==> config.mk <==
export PLATFORM = sky130hd
export DESIGN_NAME = xor_checked_command_deframer_core
export DESIGN_NICKNAME = d
export VERILOG_FILES = /design/src/rtl/xcd_pkg.sv /design/src/rtl/xor_checked_command_deframer_core.sv /design/src/rtl/xcd_in_stage.sv /design/src/rtl/xcd_parser.sv
export SDC_FILE = /design/constraint.sdc
export NUM_CORES = 1
export LEC_CHECK = 0
export BUFFER_PORTS_ARGS = -buffer_cell sky130_fd_sc_hd__buf_2
export CORE_MARGIN = 10
export CORE_UTILIZATION = 62
export DETAILED_ROUTE_END_ITERATION = 12
export PLACE_DENSITY = 0.85
export SKIP_LAST_GASP = 1
export SLEW_MARGIN = 20
export SYNTH_ARGS = -nofsm -noshare
export SYNTH_HDL_FRONTEND = slang
export SYNTH_HIERARCHICAL = 1
export SYNTH_SLANG_ARGS = --single-unit
export TNS_END_PERCENT = 30
==> constraint.sdc <==
create_clock -name clk -period 9.75 [get_ports clk]
set_input_delay 0.975 -clock clk [delete_from_list [all_inputs] [get_ports clk]]
set_output_delay 0.975 -clock clk [all_outputs]
set_load 0.01 [all_outputs]
==> src/rtl/xcd_pkg.sv <==
// Package: constants, types and helpers of the command frame deframer.
package xcd_pkg;

  localparam int unsigned XCD_PAYLOAD_BYTES_KEPT = 6;
  localparam int unsigned PAYLOAD_W = 48;

  localparam logic [7:0] HDR0    = 8'hEB;
  localparam logic [7:0] HDR1    = 8'h53;
  localparam logic [7:0] MIN_LEN = 8'd5;

  typedef enum logic [1:0] {
    ST_GOOD_KNOWN   = 2'd0,
    ST_GOOD_UNKNOWN = 2'd1,
    ST_CHECK_ERR    = 2'd2,
    ST_TOO_SHORT    = 2'd3
  } xcd_status_t;

  typedef enum logic [5:0] {
    PH_HUNT  = 6'b000001,
    PH_HDR1  = 6'b000010,
    PH_LEN   = 6'b000100,
    PH_CMD   = 6'b001000,
    PH_DATA  = 6'b010000,
    PH_CHECK = 6'b100000
  } xcd_phase_t;

  typedef struct packed {
    logic       valid;
    logic [7:0] rx_byte;
  } xcd_item_t;

  function automatic logic known_command(input logic [7:0] c);
    return c inside {[8'h01:8'h14], [8'h20:8'h22], 8'h24, [8'h30:8'h32]};
  endfunction

endpackage

==> src/rtl/xor_checked_command_deframer_core.sv <==
// Top level of the XOR-checked serial command frame deframer.
// Takes one received byte per cycle and reports one request per frame (or per
// rejected short length byte) on the result channel. Throughput is one byte
// every cycle, set by the single parser state update between the input
// register and the result register, which the byte that ends a frame passes
// in that order. Input is held off only while a result waits on a low
// res_ready with a byte already in the input register.
module xor_checked_command_deframer_core import xcd_pkg::*; #(
  parameter int unsigned PAYLOAD_BYTES_KEPT = XCD_PAYLOAD_BYTES_KEPT
) (
  input  logic                 clk,
  input  logic                 rst,
  input  logic                 rx_valid,
  output logic                 rx_ready,
  input  logic [7:0]           rx_byte,
  output logic                 res_valid,
  input  logic                 res_ready,
  output logic [1:0]           status,
  output logic [7:0]           command,
  output logic [7:0]           frame_length,
  output logic [PAYLOAD_W-1:0] payload,
  output logic [7:0]           payload_count
);

  xcd_item_t item;
  logic      advance;

  xcd_in_stage u_in_stage (
    .clk      (clk),
    .rst      (rst),
    .rx_valid (rx_valid),
    .rx_ready (rx_ready),
    .rx_byte  (rx_byte),
    .advance  (advance),
    .item     (item)
  );

  xcd_parser #(
    .PAYLOAD_BYTES_KEPT (PAYLOAD_BYTES_KEPT)
  ) u_parser (
    .clk           (clk),
    .rst           (rst),
    .item          (item),
    .advance       (advance),
    .res_valid     (res_valid),
    .res_ready     (res_ready),
    .status        (status),
    .command       (command),
    .frame_length  (frame_length),
    .payload       (payload),
    .payload_count (payload_count)
  );

endmodule

==> src/rtl/xcd_in_stage.sv <==
// Input register stage: holds one received byte until the parser takes it.
module xcd_in_stage import xcd_pkg::*; (
  input  logic       clk,
  input  logic       rst,
  input  logic       rx_valid,
  output logic       rx_ready,
  input  logic [7:0] rx_byte,
  input  logic       advance,
  output xcd_item_t  item
);

  assign rx_ready = !item.valid || advance;

  always_ff @(posedge clk) begin
    if (rst) begin
      item.valid <= 1'b0;
    end else if (rx_ready) begin
      item.valid <= rx_valid;
    end
    if (rx_valid && rx_ready) begin
      item.rx_byte <= rx_byte;
    end
  end

endmodule

==> src/rtl/xcd_parser.sv <==
// Frame parser: header hunt, length, command, payload and XOR check, result register.
module xcd_parser import xcd_pkg::*; #(
  parameter int unsigned PAYLOAD_BYTES_KEPT = XCD_PAYLOAD_BYTES_KEPT
) (
  input  logic                 clk,
  input  logic                 rst,
  input  xcd_item_t            item,
  output logic                 advance,
  output logic                 res_valid,
  input  logic                 res_ready,
  output logic [1:0]           status,
  output logic [7:0]           command,
  output logic [7:0]           frame_length,
  output logic [PAYLOAD_W-1:0] payload,
  output logic [7:0]           payload_count
);

  localparam int unsigned StoreW = 8 * PAYLOAD_BYTES_KEPT;

  xcd_phase_t        phase, phase_next;
  logic [7:0]        byte_position, byte_position_next;
  logic [7:0]        length_seen, length_seen_next;
  logic [7:0]        command_seen, command_seen_next;
  logic [7:0]        running_xor, running_xor_next;
  logic [StoreW-1:0] payload_store, payload_store_next;

  logic                        fire;
  logic                        emit;
  logic [7:0]                  b;
  logic [7:0]                  pos_inc;
  logic [StoreW+PAYLOAD_W-1:0] payload_ext;
  xcd_status_t                 r_status;
  logic [7:0]                  r_command;
  logic [7:0]                  r_length;
  logic [PAYLOAD_W-1:0]        r_payload;
  logic [7:0]                  r_count;

  assign advance     = !res_valid || res_ready;
  assign fire        = item.valid && advance;
  assign b           = item.rx_byte;
  assign pos_inc     = byte_position + 8'd1;
  assign payload_ext = {{PAYLOAD_W{1'b0}}, payload_store};

  always_comb begin
    phase_next         = phase;
    byte_position_next = byte_position;
    length_seen_next   = length_seen;
    command_seen_next  = command_seen;
    running_xor_next   = running_xor;
    payload_store_next = payload_store;
    emit               = 1'b0;
    r_status           = ST_GOOD_KNOWN;
    r_command          = command_seen;
    r_length           = length_seen;
    r_payload          = payload_ext[PAYLOAD_W-1:0];
    r_count            = length_seen - MIN_LEN;
    if (fire) begin
      case (phase)
        PH_HUNT: begin
          if (b == HDR0) phase_next = PH_HDR1;
        end
        PH_HDR1: begin
          if (b == HDR1) phase_next = PH_LEN;
          else if (b != HDR0) phase_next = PH_HUNT;
        end
        PH_LEN: begin
          length_seen_next = b;
          if (b < MIN_LEN) begin
            emit       = 1'b1;
            r_status   = ST_TOO_SHORT;
            r_command  = 8'd0;
            r_length   = b;
            r_payload  = '0;
            r_count    = 8'd0;
            phase_next = PH_HUNT;
          end else begin
            phase_next = PH_CMD;
          end
        end
        PH_CMD: begin
          command_seen_next  = b;
          running_xor_next   = b;
          byte_position_next = 8'd0;
          payload_store_next = '0;
          phase_next = (length_seen == MIN_LEN) ? PH_CHECK : PH_DATA;
        end
        PH_DATA: begin
          running_xor_next = running_xor ^ b;
          for (int i = 0; i < PAYLOAD_BYTES_KEPT; i++) begin
            if (byte_position == 8'(i)) begin
              payload_store_next[8*(PAYLOAD_BYTES_KEPT-1-i) +: 8] = b;
            end
          end
          byte_position_next = pos_inc;
          if (pos_inc == length_seen - MIN_LEN) phase_next = PH_CHECK;
        end
        PH_CHECK: begin
          emit = 1'b1;
          if (b != running_xor) r_status = ST_CHECK_ERR;
          else if (known_command(command_seen)) r_status = ST_GOOD_KNOWN;
          else r_status = ST_GOOD_UNKNOWN;
          phase_next = PH_HUNT;
        end
        default: begin
          phase_next = PH_HUNT;
        end
      endcase
    end
  end

  always_ff @(posedge clk) begin
    if (rst) begin
      phase     <= PH_HUNT;
      res_valid <= 1'b0;
    end else begin
      phase <= phase_next;
      if (advance) res_valid <= emit;
    end
    byte_position <= byte_position_next;
    length_seen   <= length_seen_next;
    command_seen  <= command_seen_next;
    running_xor   <= running_xor_next;
    payload_store <= payload_store_next;
    if (emit) begin
      status        <= r_status;
      command       <= r_command;
      frame_length  <= r_length;
      payload       <= r_payload;
      payload_count <= r_count;
    end
  end

endmodule

==> summary.md <==
| Metric | Value |
|---|---|
| Diodes inserted | `0` |
| Vias per cell | `5.739` |
| DRT Wirelength | `14120 um` |
| Post-DRT Antenna Nets | `0` |
| Class of the worst hold path | `flip-flop to flip-flop` |
| First drt pass iteration count | `5` |
| WS Path Type | `flip-flop to flip-flop` |
| Post-synthesis mux area share | `0.003110` |
| Async set-reset flop share out of synthesis | `0` |
| Die height | `125.0 um` |
| Die area | `0.01563 sq mm` |
| Number of flops mapped to enable cells by yosys | `162` |
| Number of global-route vias before repair | `3958` |
| TritonCTS clock tree | `done` |
| Worst path depth | `6` |
| Root buf cell | `clkbuf_8` |
| Clock power share | `0.445` |
| Top_reg_cell synth | `edfxtp_1` |
| Worst IR drop on VDD | `0.0001567 V` |
| Final std cells w/o fill | `704` |
| R2R depth | `6` |
| Status | `finished, final reports clean` |
| Worst setup SP type | `flip-flop` |
| Setup violations, final | `0` |
| CTS H-tree lvls | `4` |
| Rel. slew slack | `0.3948` |
| Worst path slowest cell | `buf_4` |
| Initial cell density of the core | `0.6310` |
| CP arrival | `3060 ps` |
| Top cell type's share of synthesized area | `0.7112` |
| Crit Reg-Reg Startpoint | `u_in_stage/item[7]` |
| Syn_nets | `475` |
| Largest family of logic cells by synthesized area | `simple AND/OR/NAND/NOR gates` |
| DP Area | `0.007416 sq mm` |
| Synth Area in XOR/XNOR | `0.04829` |
| Switching pwr | `311.6 uW` |
| Post-DP HPWL | `9484 um` |
| Worst setup EP type | `flip-flop` |
| Max clock buf depth | `2` |
| Delay-heaviest family, CP | `buffers and inverters` |
| CTS Buf Count | `17` |
| P_int | `1154 uW` |
| Post-CTS Hold Buffers | `0` |
| Netlist Area Pre-Place | `0.006840 sq mm` |
| Largest net degree at the start of global routing | `75` |
| GRT overflow | `0` |
| Dominant cell type by area after synthesis | `edfxtp_1` |
| Post-CTS setup buffers | `0` |
| R2r setup slk | `6840 ps` |
| Power Density | `183.2 mW/mm^2` |
| Global-route wire length before repair | `22030 um` |
| Reg clk slew, reported paths | `80 ps` |
| Worst path max stage delay | `670 ps` |
| Final Hold Vio Count | `0` |
| Final Wtd Congestion | `0.9489` |
| Switching share of power | `0.2126` |
| GR Util All Layers | `0.1801` |
| Min-delay src | `u_parser/payload_store[40]` |
| Number of I/O pins | `88` |
| NumNets Final | `569` |
| Adder-Cell Fraction of Synth Area | `0.01097` |
| Final min period | `2905 ps` |
| Critical Path Source | `u_in_stage/item[7]` |
| Area contributors post-synth | `edfxtp_1, and2_1, xnor2_1, dfxtp_1, nor2_1` |
| Most used cell, CP | `buf_4` |
| Logic pwr share | `0.009` |
| Core area | `0.01084 sq mm` |
| Multi-input gate area | `0.001717 sq mm` |
| Final core occ | `0.7381` |
| Sequential share of power | `0.547` |
| Share of cells above drive strength 1 | `0.2429` |
| Initial antenna violation count | `0` |
| DR DRC count | `0` |
| CP Max Fanout | `74` |
| CP bufs+invs | `2` |
| Initial DRC Count | `539` |
| Core Rows | `38` |
| Total negative setup slack | `0 ps` |
| Skew final | `13.94 ps` |
| Highest Clock Rate | `0.3442 GHz` |
| Post-Layout Inst Area | `0.008001 sq mm` |
| Unrepaired setup endpoints after global routing | `no` |
| P_leak | `0.002999 uW` |
| Syn avg cell area | `14.97 sq um` |
| Simple logic cell fraction of the synthesized area | `0.1496` |
| Latest clock arrival within the worst-skew pair | `530 ps` |
| Placed Cells | `672` |
| Synth cell types | `52` |
| Slew Viols, Final | `0` |
| Sequential area share after synthesis | `0.7346` |
| Final worst-path cycle share | `0.2980` |
| Register bit total from synthesis | `170` |
| Cell chain of the critical path | `nor3_1 -> nand3_1 -> or3_1 -> buf_4 -> nand2_2 -> buf_4` |
| IO buf count | `87` |
| Filler cells | `602` |
| Worst-Margin Slew | `907.9 ps` |
| Register area | `0.005025 sq mm` |
| Compound-Gate Fraction of Synth Area | `0.03860` |
| R2r endpoint | `u_parser/frame_length[2]` |
| Die width | `125.0 um` |
| Gate Count Post-Synth | `457` |
| Max Cap Viol | `0` |
| Vias post-DR | `4040` |
| Sinks on Clock Net | `170` |
| Routed WL per cell | `20.06 um` |
| Area delta synth->final | `16.97%` |
| Post-cts resize count | `0` |
| Ys Warns | `6` |
| Crit path required time | `9900 ps` |
| Crit path to | `u_parser/frame_length[2]` |
power groups by stage:
stage / sequential (uW) / combinational [uW] / clock (uW)
2_1_floorplan: 813 / 9.48 / 0
3_3_place_gp: 817 / 11.9 / 0
3_5_place_dp: 817 / 12.3 / 0
4_1_cts: 801 / 12.4 / 661
5_1_grt: 801 / 13.8 / 690
6_report: 801 / 12.5 / 652
registers in the layout (all words and copies together), names as in the netlist:
name,count
u_parser/payload,48
u_parser/payload_store,48
u_in_stage/item,9
u_parser/byte_position,8
u_parser/command,8
u_parser/command_seen,8
u_parser/frame_length,8
u_parser/length_seen,8
u_parser/payload_count,8
u_parser/running_xor,8
u_parser/phase,6
u_parser/status,2
u_parser/res_valid,1
cell usage in the layout, fill, tap and decap left out, types with 2 or more instances in the layout:
cell	Yosys	final
edfxtp_1	162	162
buf_2	1	87
and2_1	62	62
nor2_1	33	33
xnor2_1	24	24
nand2_1	21	20
clkbuf_16	0	16
nor3_1	15	15
o21ai_0	11	11
nand3_1	11	11
and3_1	10	10
inv_1	9	9
dfxtp_1	8	8
xor2_1	8	8
a21oi_1	7	7
ha_1	6	6
inv_8	0	5
inv_6	0	4
o41ai_1	4	4
buf_4	0	4
clkinv_4	0	3
nor3b_1	3	3
nand4_1	3	3
o21a_1	3	3
nor2b_1	3	3
nand2b_1	2	2
or3_1	2	2
or3_4	2	2
nor4b_1	2	2
xor3_2	2	2
nand3b_1	2	2
o211ai_1	2	2
nor4_1	2	2
through the flow:
step | hold WS [ps] | setup WS (ps) | power [uW]
2_1_floorplan | 443.0 | 5974 | 822.6
3_3_place_gp | 504.5 | 6615 | 828.6
3_5_place_dp | 503.5 | 6589 | 829.2
4_1_cts | 520.0 | 6888 | 1474
5_1_grt | 534.0 | 6633 | 1505
6_report | 520.8 | 6845 | 1466
cell type report:
class	count	share of cell area
tap	140	0.02189
sequential	170	0.6280
inverter	9	0.004222
multi-input combinational	262	0.2145
clock buffer	17	0.05176
timing repair buffer	91	0.05817
clock inverter	15	0.02142
kinds of logic after synthesis:
family,Yosys count
DFF,170
buffers and inverters,25
xor gates and xnor gates,34
adders and majority gates,6
muxes,2
and+or+nand+nor,183
AOI/OAI and AO/OA,37
metal layers:
metal | vias to the layer above | share of wire | track usage
li1 | 1862 | - | -
met1 | 1896 | 0.39 | 0.2173
met2 | 244 | 0.50 | 0.2987
met3 | 38 | 0.090 | 0.04647
met4 | 0 | 0.024 | 0.08198
met5 | - | 0 | 0
synth_stat cells, types with 2 or more instances:
library cell	number
xor2_1	8
xor3_2	2
or3_1	2
clkbuf_1	14
nand3b_1	2
o21a_1	3
inv_1	9
nand3_1	11
o41ai_1	4
edfxtp_1	162
or3_4	2
nand2_1	21
dfxtp_1	8
o21ai_0	11
nor3_1	15
nor2_1	33
nor3b_1	3
nand2b_1	2
and3_1	10
and2_1	62
o211ai_1	2
ha_1	6
a21oi_1	7
xnor2_1	24
nor4b_1	2
nor2b_1	3
nor4_1	2
nand4_1	3
worst min-delay path by stage:
stage	to	slack (ps)	cells past startpoint
after CTS	u_parser/payload[40]	520	1
after global placement	u_parser/payload[34]	500	1
after detailed placement	u_parser/payload[28]	500	1
after floorplan	u_parser/command_seen[4]	440	0
final	u_parser/payload[40]	520	1
after global routing	u_parser/payload[40]	530	1
Power figures use the tool's default switching activity.
